### src/hw/rtl/irc_pkg.sv
// ----------------------------------------------------------------------------
// irc_pkg: shared types and constants for the IMU repetition counter
// Sequencer states, function codes, register indexes and field widths.
// ----------------------------------------------------------------------------
package irc_pkg;

    localparam int unsigned MIN_LEN_SQ = 3;
    localparam int unsigned IN_W       = 120;   // packed input word
    localparam int unsigned OUT_W      = 24;    // packed result word
    localparam int unsigned CFG_W      = 21;    // widest register
    localparam int unsigned MUL_W      = 33;    // signed multiplier operand
    localparam int unsigned PROD_W     = 2 * MUL_W;

    // function codes
    localparam logic [2:0] FUNC_UPDATE    = 3'd0;
    localparam logic [2:0] FUNC_CAP_EXT   = 3'd1;
    localparam logic [2:0] FUNC_CAP_BENT  = 3'd2;
    localparam logic [2:0] FUNC_RST_COUNT = 3'd3;
    localparam logic [2:0] FUNC_RST_CAL   = 3'd4;

    // register indexes
    localparam logic [1:0] CFG_COS_TOL  = 2'd0;
    localparam logic [1:0] CFG_COS_REL  = 2'd1;
    localparam logic [1:0] CFG_MOTION   = 2'd2;
    localparam logic [1:0] CFG_HOLD     = 2'd3;

    // phase codes
    localparam logic [1:0] PH_EXT    = 2'd0;
    localparam logic [1:0] PH_BENT   = 2'd1;
    localparam logic [1:0] PH_RETURN = 2'd2;

    typedef enum logic [3:0] {
        ST_IDLE,
        ST_SQ,      // squares of accel and gyro axes
        ST_LIM,     // motion_limit squared
        ST_CT,      // cos_tolerance squared
        ST_CR,      // cos_release squared
        ST_DOT,     // dot product terms
        ST_DSQ,     // dot squared
        ST_TOL,     // tolerance cone compare
        ST_REL,     // release cone compare
        ST_CAP1,    // t*t for unit vector bit test
        ST_CAP2,    // t*t*len compare
        ST_APPLY    // state update and result load
    } state_t;

endpackage

### src/hw/rtl/irc_mul.sv
// ----------------------------------------------------------------------------
// irc_mul: shared signed multiplier
// One 33x33 signed product per cycle, registered at the output.
// ----------------------------------------------------------------------------
module irc_mul (
    input  logic                                  aclk,
    input  logic signed [irc_pkg::MUL_W-1:0]      a_in,
    input  logic signed [irc_pkg::MUL_W-1:0]      b_in,
    output logic signed [irc_pkg::PROD_W-1:0]     p_out
);

    logic signed [irc_pkg::PROD_W-1:0] p_reg;

    always_ff @(posedge aclk) begin
        p_reg <= a_in * b_in;
    end

    assign p_out = p_reg;

endmodule

### src/hw/rtl/imu_repetition_counter_top.sv
// ----------------------------------------------------------------------------
// imu_repetition_counter_top: exercise repetition counter from IMU samples
// Captures extended and bent reference poses as Q1.15 unit vectors and
// counts extended -> bent -> extended holds, all arithmetic on one
// shared multiplier under a small sequencer.
// ----------------------------------------------------------------------------
//
//  channel   dir  handshake            word
//  s_        in   s_tvalid/s_tready    func, accel xyz, gyro xyz, time_step
//  m_        out  m_tvalid/m_tready    accepted, rep_count, phase, flags
//  cfg_      in   cfg_we               cfg_index selects, cfg_wdata value
//
//  Every product goes through the one multiplier: each is issued, then its
//  registered result is used. Products per word: update, calibrated: 21;
//  update, not calibrated: 7; capture: 99 (3 if the vector is too short);
//  count/calibration resets: 0.
//  The result sits in an output register, so the next word is taken while
//  it waits; the sequencer only stalls in ST_APPLY if the old result is
//  still pending. Reset (aresetn low, synchronous) restores the register
//  defaults and clears references, count, phase, timer and locks.
//
module imu_repetition_counter_top (
    input  logic                        aclk,
    input  logic                        aresetn,
    // func[2:0], accel_x[18:3], accel_y[34:19], accel_z[50:35],
    // gyro_x[66:51], gyro_y[82:67], gyro_z[98:83], time_step[118:99], pad
    input  logic [irc_pkg::IN_W-1:0]    s_tdata,
    input  logic                        s_tvalid,
    output logic                        s_tready,
    // accepted[0], rep_count[16:1], phase[18:17], calibrated[19],
    // still[20], near_extended[21], near_bent[22], pad
    output logic [irc_pkg::OUT_W-1:0]   m_tdata,
    output logic                        m_tvalid,
    input  logic                        m_tready,
    input  logic                        cfg_we,
    input  logic [1:0]                  cfg_index,
    input  logic [irc_pkg::CFG_W-1:0]   cfg_wdata
);

    irc_pkg::state_t state_reg, state_next;
    logic            ph_reg;          // 0 issue, 1 product ready
    logic [2:0]      idx_reg;
    logic            ref_reg;         // 0 extended, 1 bent
    logic [1:0]      comp_reg;
    logic [3:0]      bit_reg;

    // latched word
    logic [2:0]         func_reg;
    logic signed [15:0] samp_reg [6];
    logic [19:0]        dt_reg;
    logic [2:0]         neg_reg;

    // working registers
    logic [31:0]        len_reg, gyro_reg;
    logic [30:0]        sq_reg [3];
    logic [29:0]        lim_reg, cct_reg, ccr_reg;
    logic signed [32:0] d_reg;
    logic [63:0]        dd_reg;
    logic [1:0]         wt_reg, wr_reg;
    logic [31:0]        tt_reg;
    logic [15:0]        res_reg;
    logic signed [15:0] ucap_reg [3];

    // registers
    logic [14:0] cos_tol_reg, cos_rel_reg, motion_reg;
    logic [20:0] hold_reg;

    // architectural state
    logic signed [15:0] ext_ref_reg [3], bent_ref_reg [3];
    logic signed [15:0] ext_ref_next [3], bent_ref_next [3];
    logic        has_e_reg, has_b_reg, has_e_next, has_b_next;
    logic [1:0]  phase_reg, phase_next;
    logic [21:0] timer_reg, timer_next;
    logic        lock_e_reg, lock_b_reg, lock_e_next, lock_b_next;
    logic [15:0] count_reg, count_next;

    logic                       out_valid_reg;
    logic [irc_pkg::OUT_W-1:0]  out_data_reg;

    // multiplier
    logic signed [irc_pkg::MUL_W-1:0]  mul_a, mul_b;
    logic signed [irc_pkg::PROD_W-1:0] prod;

    irc_mul u_mul (
        .aclk  (aclk),
        .a_in  (mul_a),
        .b_in  (mul_b),
        .p_out (prod)
    );

    logic        accept, apply_go, cal;
    logic [31:0] len_acc;
    logic [15:0] cand, res_new;
    logic [16:0] tval;
    logic        pred;

    assign accept   = s_tvalid && s_tready;
    assign apply_go = (state_reg == irc_pkg::ST_APPLY) && (!out_valid_reg || m_tready);
    assign cal      = has_e_reg && has_b_reg;
    assign len_acc  = ((idx_reg == 3'd0) ? 32'd0 : len_reg) + prod[31:0];

    // unit vector bit test: candidate, t = 2*cand - 1
    assign cand    = res_reg | (16'd1 << bit_reg);
    assign tval    = {cand, 1'b0} - 17'd1;
    assign pred    = (cand <= 16'd32768) && (prod[63:0] <= {1'b0, sq_reg[comp_reg], 32'd0});
    assign res_new = pred ? cand : res_reg;

    // ---------------- next state ----------------
    always_comb begin
        state_next = state_reg;
        unique case (state_reg)
            irc_pkg::ST_IDLE: begin
                if (accept) begin
                    if (s_tdata[2:0] == irc_pkg::FUNC_UPDATE ||
                        s_tdata[2:0] == irc_pkg::FUNC_CAP_EXT ||
                        s_tdata[2:0] == irc_pkg::FUNC_CAP_BENT)
                        state_next = irc_pkg::ST_SQ;
                    else
                        state_next = irc_pkg::ST_APPLY;
                end
            end
            irc_pkg::ST_SQ: begin
                if (ph_reg) begin
                    if (idx_reg == 3'd2 && func_reg != irc_pkg::FUNC_UPDATE)
                        state_next = (len_acc >= 32'(irc_pkg::MIN_LEN_SQ)) ?
                                     irc_pkg::ST_CAP1 : irc_pkg::ST_APPLY;
                    else if (idx_reg == 3'd5)
                        state_next = irc_pkg::ST_LIM;
                end
            end
            irc_pkg::ST_LIM: begin
                if (ph_reg) state_next = cal ? irc_pkg::ST_CT : irc_pkg::ST_APPLY;
            end
            irc_pkg::ST_CT: begin
                if (ph_reg) state_next = irc_pkg::ST_CR;
            end
            irc_pkg::ST_CR: begin
                if (ph_reg) state_next = irc_pkg::ST_DOT;
            end
            irc_pkg::ST_DOT: begin
                if (ph_reg && idx_reg == 3'd2) state_next = irc_pkg::ST_DSQ;
            end
            irc_pkg::ST_DSQ: begin
                if (ph_reg) state_next = irc_pkg::ST_TOL;
            end
            irc_pkg::ST_TOL: begin
                if (ph_reg) state_next = irc_pkg::ST_REL;
            end
            irc_pkg::ST_REL: begin
                if (ph_reg) state_next = ref_reg ? irc_pkg::ST_APPLY : irc_pkg::ST_DOT;
            end
            irc_pkg::ST_CAP1: begin
                if (ph_reg) state_next = irc_pkg::ST_CAP2;
            end
            irc_pkg::ST_CAP2: begin
                if (ph_reg)
                    state_next = (bit_reg == 4'd0 && comp_reg == 2'd2) ?
                                 irc_pkg::ST_APPLY : irc_pkg::ST_CAP1;
            end
            irc_pkg::ST_APPLY: begin
                if (apply_go) state_next = irc_pkg::ST_IDLE;
            end
            default: state_next = irc_pkg::ST_IDLE;
        endcase
    end

    // ---------------- outputs: ready and multiplier operands ----------------
    always_comb begin
        s_tready = (state_reg == irc_pkg::ST_IDLE);
        mul_a    = '0;
        mul_b    = '0;
        unique case (state_reg)
            irc_pkg::ST_SQ: begin
                mul_a = {{17{samp_reg[idx_reg][15]}}, samp_reg[idx_reg]};
                mul_b = mul_a;
            end
            irc_pkg::ST_LIM: begin
                mul_a = {18'd0, motion_reg};
                mul_b = mul_a;
            end
            irc_pkg::ST_CT: begin
                mul_a = {18'd0, cos_tol_reg};
                mul_b = mul_a;
            end
            irc_pkg::ST_CR: begin
                mul_a = {18'd0, cos_rel_reg};
                mul_b = mul_a;
            end
            irc_pkg::ST_DOT: begin
                mul_a = {{17{samp_reg[idx_reg][15]}}, samp_reg[idx_reg]};
                if (ref_reg)
                    mul_b = {{17{bent_ref_reg[idx_reg[1:0]][15]}}, bent_ref_reg[idx_reg[1:0]]};
                else
                    mul_b = {{17{ext_ref_reg[idx_reg[1:0]][15]}}, ext_ref_reg[idx_reg[1:0]]};
            end
            irc_pkg::ST_DSQ: begin
                mul_a = d_reg;
                mul_b = d_reg;
            end
            irc_pkg::ST_TOL: begin
                mul_a = {3'd0, cct_reg};
                mul_b = {1'b0, len_reg};
            end
            irc_pkg::ST_REL: begin
                mul_a = {3'd0, ccr_reg};
                mul_b = {1'b0, len_reg};
            end
            irc_pkg::ST_CAP1: begin
                mul_a = {16'd0, tval};
                mul_b = mul_a;
            end
            irc_pkg::ST_CAP2: begin
                mul_a = {1'b0, tt_reg};
                mul_b = {1'b0, len_reg};
            end
            irc_pkg::ST_IDLE, irc_pkg::ST_APPLY: begin
                mul_a = '0;
                mul_b = '0;
            end
            default: begin
                mul_a = '0;
                mul_b = '0;
            end
        endcase
    end

    // ---------------- pose / hold update ----------------
    logic        big, ne, nb, fe, fb, still, hd, le, lb, acc;
    logic [22:0] tsum;
    logic [21:0] tsat;

    always_comb begin
        for (int i = 0; i < 3; i++) begin
            ext_ref_next[i]  = ext_ref_reg[i];
            bent_ref_next[i] = bent_ref_reg[i];
        end
        has_e_next  = has_e_reg;
        has_b_next  = has_b_reg;
        phase_next  = phase_reg;
        timer_next  = timer_reg;
        lock_e_next = lock_e_reg;
        lock_b_next = lock_b_reg;
        count_next  = count_reg;
        acc         = 1'b0;

        big   = (len_reg >= 32'(irc_pkg::MIN_LEN_SQ));
        still = (func_reg == irc_pkg::FUNC_UPDATE) && (gyro_reg <= {2'b0, lim_reg});
        ne    = (func_reg == irc_pkg::FUNC_UPDATE) && cal && big && wt_reg[0];
        nb    = (func_reg == irc_pkg::FUNC_UPDATE) && cal && big && wt_reg[1];
        fe    = big ? !wr_reg[0] : (cos_rel_reg != 15'd0);
        fb    = big ? !wr_reg[1] : (cos_rel_reg != 15'd0);
        tsum  = {1'b0, timer_reg} + {3'd0, dt_reg};
        tsat  = tsum[22] ? 22'h3FFFFF : tsum[21:0];
        hd    = (tsat >= {1'b0, hold_reg});
        le    = fe ? 1'b0 : lock_e_reg;
        lb    = fb ? 1'b0 : lock_b_reg;

        unique case (func_reg)
            irc_pkg::FUNC_UPDATE: begin
                if (!cal) begin
                    timer_next = '0;
                end else begin
                    unique case (phase_reg)
                        irc_pkg::PH_EXT: begin
                            if (still && ne) begin
                                if (hd) begin
                                    timer_next  = '0;
                                    phase_next  = irc_pkg::PH_BENT;
                                    lock_e_next = 1'b1;
                                    lock_b_next = 1'b0;
                                end else begin
                                    timer_next = tsat;
                                end
                            end else begin
                                timer_next = '0;
                            end
                        end
                        irc_pkg::PH_BENT: begin
                            lock_e_next = le;
                            if (!le && still && nb) begin
                                if (hd) begin
                                    timer_next  = '0;
                                    phase_next  = irc_pkg::PH_RETURN;
                                    lock_b_next = 1'b1;
                                end else begin
                                    timer_next = tsat;
                                end
                            end else begin
                                timer_next = '0;
                            end
                        end
                        default: begin
                            lock_b_next = lb;
                            if (!lb && still && ne) begin
                                if (hd) begin
                                    timer_next  = '0;
                                    if (count_reg != 16'hFFFF) count_next = count_reg + 16'd1;
                                    phase_next  = irc_pkg::PH_BENT;
                                    lock_e_next = 1'b1;
                                    lock_b_next = 1'b0;
                                end else begin
                                    timer_next = tsat;
                                end
                            end else begin
                                timer_next = '0;
                            end
                        end
                    endcase
                end
            end
            irc_pkg::FUNC_CAP_EXT, irc_pkg::FUNC_CAP_BENT: begin
                if (big) begin
                    acc        = 1'b1;
                    phase_next = irc_pkg::PH_EXT;
                    timer_next = '0;
                    if (func_reg == irc_pkg::FUNC_CAP_EXT) begin
                        has_e_next = 1'b1;
                        for (int i = 0; i < 3; i++) ext_ref_next[i] = ucap_reg[i];
                    end else begin
                        has_b_next = 1'b1;
                        for (int i = 0; i < 3; i++) bent_ref_next[i] = ucap_reg[i];
                    end
                end
            end
            irc_pkg::FUNC_RST_COUNT, irc_pkg::FUNC_RST_CAL: begin
                count_next  = '0;
                phase_next  = irc_pkg::PH_EXT;
                timer_next  = '0;
                lock_e_next = 1'b0;
                lock_b_next = 1'b0;
                if (func_reg == irc_pkg::FUNC_RST_CAL) begin
                    has_e_next = 1'b0;
                    has_b_next = 1'b0;
                    for (int i = 0; i < 3; i++) begin
                        ext_ref_next[i]  = '0;
                        bent_ref_next[i] = '0;
                    end
                end
            end
            default: ;  // unused codes change nothing
        endcase
    end

    // ---------------- sequencer and datapath registers ----------------
    always_ff @(posedge aclk) begin
        if (!aresetn) begin
            state_reg     <= irc_pkg::ST_IDLE;
            ph_reg        <= 1'b0;
            idx_reg       <= '0;
            ref_reg       <= 1'b0;
            comp_reg      <= '0;
            bit_reg       <= 4'd15;
            res_reg       <= '0;
            out_valid_reg <= 1'b0;
        end else begin
            state_reg <= state_next;
            if (out_valid_reg && m_tready) out_valid_reg <= 1'b0;
            if (apply_go) out_valid_reg <= 1'b1;

            if (accept) begin
                ph_reg   <= 1'b0;
                idx_reg  <= '0;
                ref_reg  <= 1'b0;
                comp_reg <= '0;
                bit_reg  <= 4'd15;
                res_reg  <= '0;
            end else if (state_reg != irc_pkg::ST_IDLE && state_reg != irc_pkg::ST_APPLY) begin
                ph_reg <= ~ph_reg;
                if (ph_reg) begin
                    unique case (state_reg)
                        irc_pkg::ST_SQ: begin
                            if (idx_reg == 3'd5 ||
                                (idx_reg == 3'd2 && func_reg != irc_pkg::FUNC_UPDATE))
                                idx_reg <= '0;
                            else
                                idx_reg <= idx_reg + 3'd1;
                        end
                        irc_pkg::ST_DOT: begin
                            idx_reg <= (idx_reg == 3'd2) ? 3'd0 : idx_reg + 3'd1;
                        end
                        irc_pkg::ST_REL: begin
                            ref_reg <= 1'b1;
                        end
                        irc_pkg::ST_CAP2: begin
                            if (bit_reg == 4'd0) begin
                                comp_reg <= comp_reg + 2'd1;
                                bit_reg  <= 4'd15;
                                res_reg  <= '0;
                            end else begin
                                bit_reg <= bit_reg - 4'd1;
                                res_reg <= res_new;
                            end
                        end
                        default: ;
                    endcase
                end
            end
        end
    end

    // payload side, no reset
    always_ff @(posedge aclk) begin
        if (accept) begin
            func_reg    <= s_tdata[2:0];
            samp_reg[0] <= s_tdata[18:3];
            samp_reg[1] <= s_tdata[34:19];
            samp_reg[2] <= s_tdata[50:35];
            samp_reg[3] <= s_tdata[66:51];
            samp_reg[4] <= s_tdata[82:67];
            samp_reg[5] <= s_tdata[98:83];
            dt_reg      <= s_tdata[118:99];
            neg_reg     <= {s_tdata[50], s_tdata[34], s_tdata[18]};
        end
        if (ph_reg) begin
            unique case (state_reg)
                irc_pkg::ST_SQ: begin
                    if (idx_reg < 3'd3) begin
                        len_reg                <= len_acc;
                        sq_reg[idx_reg[1:0]]   <= prod[30:0];
                    end else begin
                        gyro_reg <= ((idx_reg == 3'd3) ? 32'd0 : gyro_reg) + prod[31:0];
                    end
                end
                irc_pkg::ST_LIM: lim_reg <= prod[29:0];
                irc_pkg::ST_CT:  cct_reg <= prod[29:0];
                irc_pkg::ST_CR:  ccr_reg <= prod[29:0];
                irc_pkg::ST_DOT: d_reg <= ((idx_reg == 3'd0) ? 33'sd0 : d_reg) + prod[32:0];
                irc_pkg::ST_DSQ: dd_reg <= prod[63:0];
                irc_pkg::ST_TOL: wt_reg[ref_reg] <= !d_reg[32] && (dd_reg >= prod[63:0]);
                irc_pkg::ST_REL: wr_reg[ref_reg] <= !d_reg[32] && (dd_reg >= prod[63:0]);
                irc_pkg::ST_CAP1: tt_reg <= prod[31:0];
                irc_pkg::ST_CAP2: begin
                    if (bit_reg == 4'd0) begin
                        if (neg_reg[comp_reg])
                            ucap_reg[comp_reg] <= ~res_new + 16'd1;
                        else
                            ucap_reg[comp_reg] <= res_new[15] ? 16'sh7FFF : res_new;
                    end
                end
                default: ;
            endcase
        end
        if (apply_go) begin
            out_data_reg <= {1'b0, nb, ne, still, has_e_next && has_b_next,
                             phase_next, count_next, acc};
        end
    end

    // ---------------- registers and pose state ----------------
    always_ff @(posedge aclk) begin
        if (!aresetn) begin
            cos_tol_reg <= 15'd30792;
            cos_rel_reg <= 15'd28378;
            motion_reg  <= 15'd7860;
            hold_reg    <= 21'd300000;
            for (int i = 0; i < 3; i++) begin
                ext_ref_reg[i]  <= '0;
                bent_ref_reg[i] <= '0;
            end
            has_e_reg  <= 1'b0;
            has_b_reg  <= 1'b0;
            phase_reg  <= irc_pkg::PH_EXT;
            timer_reg  <= '0;
            lock_e_reg <= 1'b0;
            lock_b_reg <= 1'b0;
            count_reg  <= '0;
        end else begin
            if (cfg_we) begin
                unique case (cfg_index)
                    irc_pkg::CFG_COS_TOL: cos_tol_reg <= cfg_wdata[14:0];
                    irc_pkg::CFG_COS_REL: cos_rel_reg <= cfg_wdata[14:0];
                    irc_pkg::CFG_MOTION:  motion_reg  <= cfg_wdata[14:0];
                    irc_pkg::CFG_HOLD:    hold_reg    <= cfg_wdata;
                    default: ;
                endcase
            end
            if (apply_go) begin
                for (int i = 0; i < 3; i++) begin
                    ext_ref_reg[i]  <= ext_ref_next[i];
                    bent_ref_reg[i] <= bent_ref_next[i];
                end
                has_e_reg  <= has_e_next;
                has_b_reg  <= has_b_next;
                phase_reg  <= phase_next;
                timer_reg  <= timer_next;
                lock_e_reg <= lock_e_next;
                lock_b_reg <= lock_b_next;
                count_reg  <= count_next;
            end
        end
    end

    assign m_tvalid = out_valid_reg;
    assign m_tdata  = out_data_reg;

endmodule

### config.mk
export PLATFORM = sky130hd
export DESIGN_NAME = imu_repetition_counter_top
export DESIGN_NICKNAME = d
export VERILOG_FILES = /design/src/hw/rtl/irc_pkg.sv /design/src/hw/rtl/irc_mul.sv /design/src/hw/rtl/imu_repetition_counter_top.sv
export SDC_FILE = /design/constraint.sdc
export NUM_CORES = 2
export LEC_CHECK = 0
export ABC_CLOCK_PERIOD_IN_PS = 10720
export BUFFER_PORTS_ARGS = -buffer_cell sky130_fd_sc_hd__buf_4
export CAP_MARGIN = 15
export CELL_PAD_IN_SITES_DETAIL_PLACEMENT = 1
export CELL_PAD_IN_SITES_GLOBAL_PLACEMENT = 2
export CORE_MARGIN = 3
export CORE_UTILIZATION = 43
export CTS_CLUSTER_DIAMETER = 40
export DETAILED_ROUTE_END_ITERATION = 6
export PLACE_DENSITY = 0.93
export SYNTH_ARGS = -nofsm -noshare
export SYNTH_HDL_FRONTEND = slang
export SYNTH_SLANG_ARGS = --single-unit
### constraint.sdc
create_clock -name aclk -period 10.72 [get_ports aclk]
set_input_delay 0.536 -clock aclk [delete_from_list [all_inputs] [get_ports aclk]]
set_output_delay 0.536 -clock aclk [all_outputs]
set_load 0.01 [all_outputs]
# Yosys cells after proc, flatten, opt, wreduce, memory -nomap -nowiden
# Memories as Yosys holds them, arrays and structs flattened. A register that Yosys moved wholly into a read port is not among the register bits.
# Index checks and enable logic that the tools add are counted.
[op_classes]
n_mux = 136
magnitude_cmp = 11
eq_ne = 55
n_mul = 1
bitwise = 12
n_reduce_logical = 76
addsub = 10
shifts = 1
[ops]
columns = ["op", "n"]
rows = [
  ["33-bit one-hot mux with 9 select lines", 1],
  ["48-bit two-way mux", 6],
  ["33-bit one-hot mux with 8 select lines", 1],
  ["16-bit two-way mux", 14],
  ["48-bit one-hot mux with 2 select lines", 2],
  ["22-bit two-way mux", 7],
  ["4-bit two-way mux", 18],
  ["33-bit two-way mux", 2],
  ["22-bit one-hot mux with 3 select lines", 1],
  ["32-bit adder", 2],
  ["32-bit by 2-bit greater-or-equal comparator with 1-bit output (second input constant)", 2],
  ["64-bit greater-or-equal comparator", 1],
  ["64-bit by 63-bit <= comparator with 1-bit output", 1],
  ["33-bit by 33-bit multiplier with 64-bit output", 1],
  ["32-bit two-way mux", 2],
  ["4-bit one-hot mux with 12 select lines", 1],
  ["1-bit two-way mux", 46],
  ["22-bit one-hot mux with 2 select lines", 1],
  ["2-bit != test (second input constant)", 19],
  ["33-bit adder", 1],
  ["16-bit by 1-bit adder with 16-bit output (second input constant)", 2],
  ["32-bit by 30-bit <= comparator with 1-bit output", 1],
  ["16-bit one-hot mux with 2 select lines", 1],
  ["2-bit two-way mux", 15],
  ["other kinds (57)", 154],
]
[totals]
elab_cells = 342
input_bits = 148
output_inout_bits = 26
reg_bits = 542
ramBits = 333
mem_count = 5
[memory_table]
columns = ["name", "words", "width", "rd", "rd_clocked_by_memory_dff", "write_ports", "line_no", "text"]
rows = [
  ["samp_reg", 6, 16, 1, 1, 6, "imu_repetition_counter_top.sv:49", "logic signed [15:0] samp_reg [6];"],
  ["sq_reg", 3, 31, 1, 1, 1, "imu_repetition_counter_top.sv:55", "logic [30:0] sq_reg [3];"],
  ["bent_ref_reg", 3, 16, 1, 1, 3, "imu_repetition_counter_top.sv:69", "logic signed [15:0] ext_ref_reg [3], bent_ref_reg [3];"],
  ["ext_ref_reg", 3, 16, 1, 1, 3, "imu_repetition_counter_top.sv:69", ""],
  ["ucap_reg", 3, 16, 3, 0, 1, "imu_repetition_counter_top.sv:62", "logic signed [15:0] ucap_reg [3];"],
]

# Longest topological paths before layout
[logic_depth]
ltp_word = 10
mapped_depth = 44
ltp_nobuf = 42

# Cells and area by module
# A second synthesis with hierarchy kept.
[unflattened]
hier_cells = 8149
area_unflattened_um2 = 83137.2
[modules_own_cells]
columns = ["module", "n_inst", "area_each_um2", "cells_per_inst"]
rows = [
  ["imu_repetition_counter_top", 1, 42544.6, 3785],
  ["irc_mul", 1, 40592.7, 4364],
]

# Least setup slack after synthesis
# No wires, ideal clock.
[synth_path]
kind = "reg2reg"
from = "reg bit_reg[0]"
to = "reg u_mul.p_reg, in the netlist u_mul.p_out[63]"
path_slack_ps = 805
n_path_buf = 2
t_required_ps = 10599
arrival_time_ps = 9794
setup_time_ps = 121
stages_incl_launch_ff = 40
path_cell_list = "dfxtp_1 -> inv_1 -> ha_1 -> nor3b_1 -> a2111oi_0 -> nand4_1 -> nor4b_2 -> nand3_1 -> nor2_1 -> nand3_1 -> xnor2_1 -> a22o_1 -> nor2_1 -> buf_2 -> nor2_1 -> fa_1 -> inv_1 -> fa_1 -> [4 not listed] -> fa_1 -> fa_1 -> inv_1 -> fa_1 -> inv_1 -> ha_1 -> clkbuf_1 -> a21oi_1 -> a21oi_1 -> a211oi_1 -> a21oi_1 -> a311o_1 -> o21ai_1 -> o21a_1 -> a31o_2 -> o21a_1 -> a41oi_1 -> xnor2_1"
[synth_between]
elab_chain_cells = 5
word_cells_on_any_way = 6
cone_classes = "add/sub: 1; mul: 1; shift: 1; mux: 2; bitwise: 1"
[synth_lines]
columns = ["item", "line_no", "text"]
rows = [
  ["start, declared", "imu_repetition_counter_top.sv:45", "logic [3:0] bit_reg;"],
  ["start signal, assigned", "imu_repetition_counter_top.sv:390", "bit_reg <= bit_reg - 4'd1;"],
  ["1-bit by 4-bit << shifter with 16-bit output *", "imu_repetition_counter_top.sv:103", "assign cand = res_reg | (16'd1 << bit_reg);"],
  ["16-bit bitwise OR *", "imu_repetition_counter_top.sv:103", ""],
  ["17-bit by 1-bit subtractor with 17-bit output *", "imu_repetition_counter_top.sv:104", "assign tval = {cand, 1'b0} - 17'd1;"],
  ["33-bit one-hot mux with 9 select lines / 33-bit one-hot mux with 8 select lines (equally long branches)", "imu_repetition_counter_top.sv:172", "unique case (state_reg)"],
  ["33-bit by 33-bit multiplier with 64-bit output *", "irc_mul.sv:15", "p_reg <= a_in * b_in;"],
  ["end signal, assigned", "irc_mul.sv:15", ""],
  ["end, declared", "irc_mul.sv:12", "logic signed [irc_pkg::PROD_W-1:0] p_reg;"],
]
# Every way passes the cells marked *; elsewhere a longest branch is shown, timed or not.
# A chain may end at the register's enable or synchronous reset.

# Worst setup path after layout
[layout_path]
from = "reg bit_reg[1]"
to = "reg u_mul.p_reg, in the netlist u_mul.p_out[62]"
# Same word-level chain as after synthesis.

==> impl_metrics.csv <==
group,metric,value,unit
status,status,"complete, no violations",
sta,worst_slew_pin_slew,1.230,ns
synth,ys_seq_area_share,29.98,%
clocking,cts_max_level,3,
clocking,numCtsBuffers,112,
die,core_region_area,186000,sq um
setup_path,critical_path.top_delay_family,"adder cells",
routing,drc,0,
placement,io_buffers,171,
global_routing,grt_pass1_wl,446000,um
cells_and_area,nNetsFinal,10190,
setup_path,worst_setup_path_start_kind,"flop",
clocking,cts-root-buf,"clkbuf_16",
routing,drtIter0Drc,5627,
sta,fin_setup_tns,0,ns
cells_and_area,final_cell_area,92800,sq um
synth,synthArstFlopShare,0,%
clocking,cts.path.max_buffers,3,
synth,syn_avg_cell_area,10.12,sq um
cells_and_area,nFillCells,20270,
setup_path,crit_path_max_incr_delay,0.63,ns
routing,avgRoutedWirePerCell,26.98,um
global_routing,grt_pass1_vias,70850,
cells_and_area,regArea,24230,sq um
clocking,clk_pin_slew,0.06,ns
cells_and_area,largest_reg_flops,94,
die,std_cell_rows,158,
setup_path,critPathSlowestCell,"fa_2",
sta,slew_headroom,17.64,%
sta,post-route-period-util,98.00,%
cells_and_area,drive_gt1_share,10.96,%
sta,fin_crit,10.51,ns
placement,placed_cell_area,87070,sq um
clocking,cts_tree,"done",
sta,max_freq,95.18,MHz
sta,setup_viol_count_final,0,
placement,hpwl,223500,um
routing,num_vias,63540,
global_routing,grt_overflow,0,
die,fp.dieH,439.5,um
synth,synthFlopType,"edfxtp_1",
setup_path,arrival,11.12,ns
setup_path,crit_type,"reg2reg",
routing,drtAntennaViolNets,0,
setup_path,r2r_slack,0.21,ns
global_routing,track_usage,30.86,%
cells_and_area,multi_input_area,50610,sq um
run,cap_violations,0,
setup_path,crit_fanout,11,
cells_and_area,final_util,49.89,%
setup_path,cpMostUsedCell,"fa_1",
setup_path,cp.required,11.34,ns
die,die_w,439.5,um
synth,yosys_warnings,0,
synth,synth_area,80800,sq um
placement,dp_cells,10640,
routing,drt_pre_antenna_iters,6,
sta,hold_viol,0,
min_path,hold_path_class,"in2reg",
clocking,cts.sinks,877,
setup_path,path_buf_inv,10,
synth,synth_edf_count,666,
clocking,clk_latency,0.76,ns
setup_path,end_kind,"flop",
synth,ys_ff_latch,877,
synth,syn-num-nets,9750,
synth,synth_cell_types,101,
die,dieArea,193100,sq um
die,ios,174,
routing,routed_wl,296900,um
global_routing,grt_max_degree,101,
cells_and_area,instances_no_fill,11000,
sta,drv_slew,0,
placement,place_congestion,0.9671,
synth,synthCells,7985,
sta,worst_clock_skew,0.06244,ns
routing,post_drt_via_cell_ratio,5.774,
cells_and_area,synthToLayoutAreaGrowth,14.86,%
die,start_util,43.43,%
global_routing,antenna_found_initial,17,
[path summary, 6_finish.rpt]
path,start,endpoint,cells past startpoint
worst max-delay path,bit_reg[1]$_SDFFE_PP1P_,u_mul.p_out[62]$_DFF_P_,38
worst min-delay path,cfg_wdata[13],cos_tol_reg[13]$_SDFFE_PN1P_,3
worst max register to register,bit_reg[1]$_SDFFE_PP1P_,u_mul.p_out[62]$_DFF_P_,38
worst min register to register,cos_tol_reg[10]$_SDFFE_PN0P_,cos_tol_reg[10]$_SDFFE_PN0P_,2
[cells in the mapped netlist, types with 29 or more instances]
cell      instances  area [sq um]
a21oi_1         344          1722
and3_1          147         919.6
mux4_2           32         720.7
o21ai_0         145         725.7
o21a_1           44         330.3
nand4_1          63         394.1
nand2b_1         55         344.1
dfxtp_1         211          4224
a21o_1          127         953.4
inv_1          1308          4910
a22oi_1          67         503.0
and2_1          117         732.0
a31oi_1          35         219.0
nor2_1          592          2222
ha_1            488          6106
fa_1           1129         22600
nand3_1         124         620.6
o21bai_1         34         255.2
xnor2_1         142          1244
edfxtp_1        666         20000
xor2_1           53         464.2
o211ai_1         53         397.9
nor3_1           52         260.3
mux2i_1          70         700.7
nor2b_1          77         481.7
nand2_1        1052          3949
clkbuf_1        302          1134
a211oi_1         29         217.7
[logic make-up (layout without fill, tap and decap cells)]
family                   count (synthesis)  after routing  synth area share, %
multiplexers                           105            105                1.801
XOR/XNOR                               195            195                2.114
buffers and inverters                 1682           2216                7.969
AND/OR/NAND/NOR                       2391           2391                13.33
adder cells (fa/ha/maj)               1617           1617                35.53
flip-flops                             877            877                29.98
AO/OA/AOI/OAI                         1117           1117                9.267
other                                    1              6             0.004641
[cell type report]
type	count	area share [%]
multi-input combinational	5426	54.53
sequential	877	26.11
timing repair buffer	691	6.392
inverter	1312	5.312
tap	2480	3.344
clock buffer	139	3.299
clock inverter	74	0.9977
antenna	5	0.01348
[layout by cell type (no fill, tap or decap), drive strengths merged, types with 22 or more instances in the layout]
master       Yosys  layout
nor4            24      24
fa            1129    1129
nand2b          55      55
edfxtp         666     666
a211oi          29      29
inv           1310    1335
xnor2          142     142
nand2         1053    1053
buf             68     566
nor2b           78      78
mux4            32      32
a31oi           36      36
a221oi          22      22
clkinv           2      29
ha             488     488
a22oi           67      67
a21o           127     127
nor2           593     593
o21a            44      44
and2           119     119
o211ai          53      53
xor2            53      53
dfxtp          211     211
clkbuf         302     140
a21oi          347     347
and3           147     147
o21ai          158     158
nand4           63      63
nand3          124     124
nor3            52      52
mux2i           70      70
dlygate4sd3      0     124
o21bai          35      35
[through the flow]
stage	hold slack [ns]	worst slack, ns
floorplan	0.4291	0.8053
global route	0.04515	-0.1239
global placement	0.4419	-0.2480
detailed placement	0.4501	-0.3334
finish	0.04175	0.2141
CTS	0.0004092	-0.02244
[worst min-delay path: stages]
cell	delay, ns
buf_4	0.11
nand2_1	0.05
nand3_1	0.07
[repair_timing]
| item | in CTS | in global routing |
|---|---|---|
| pin swaps | 2 | 20 |
| setup buffers | 1 | 14 |
| cloned | 0 | 1 |
| hold buffers | 124 | 0 |
| endpoints found under the setup margin | 21 | 29 |
| endpoints found under the hold margin | 124 | 0 |
| resized for setup | 19 | 59 |
[routing by layer]
metal	up-vias	wire, um	GRT usage [%]
li1	26980	-	-
met1	32990	112100	38.20
met2	2803	142000	51.49
met3	755	24770	5.833
met4	12	17920	15.76
met5	-	92	0
Power is not shown: default switching activity piles up to over one toggle a cycle in this logic, so the estimate is an artifact.
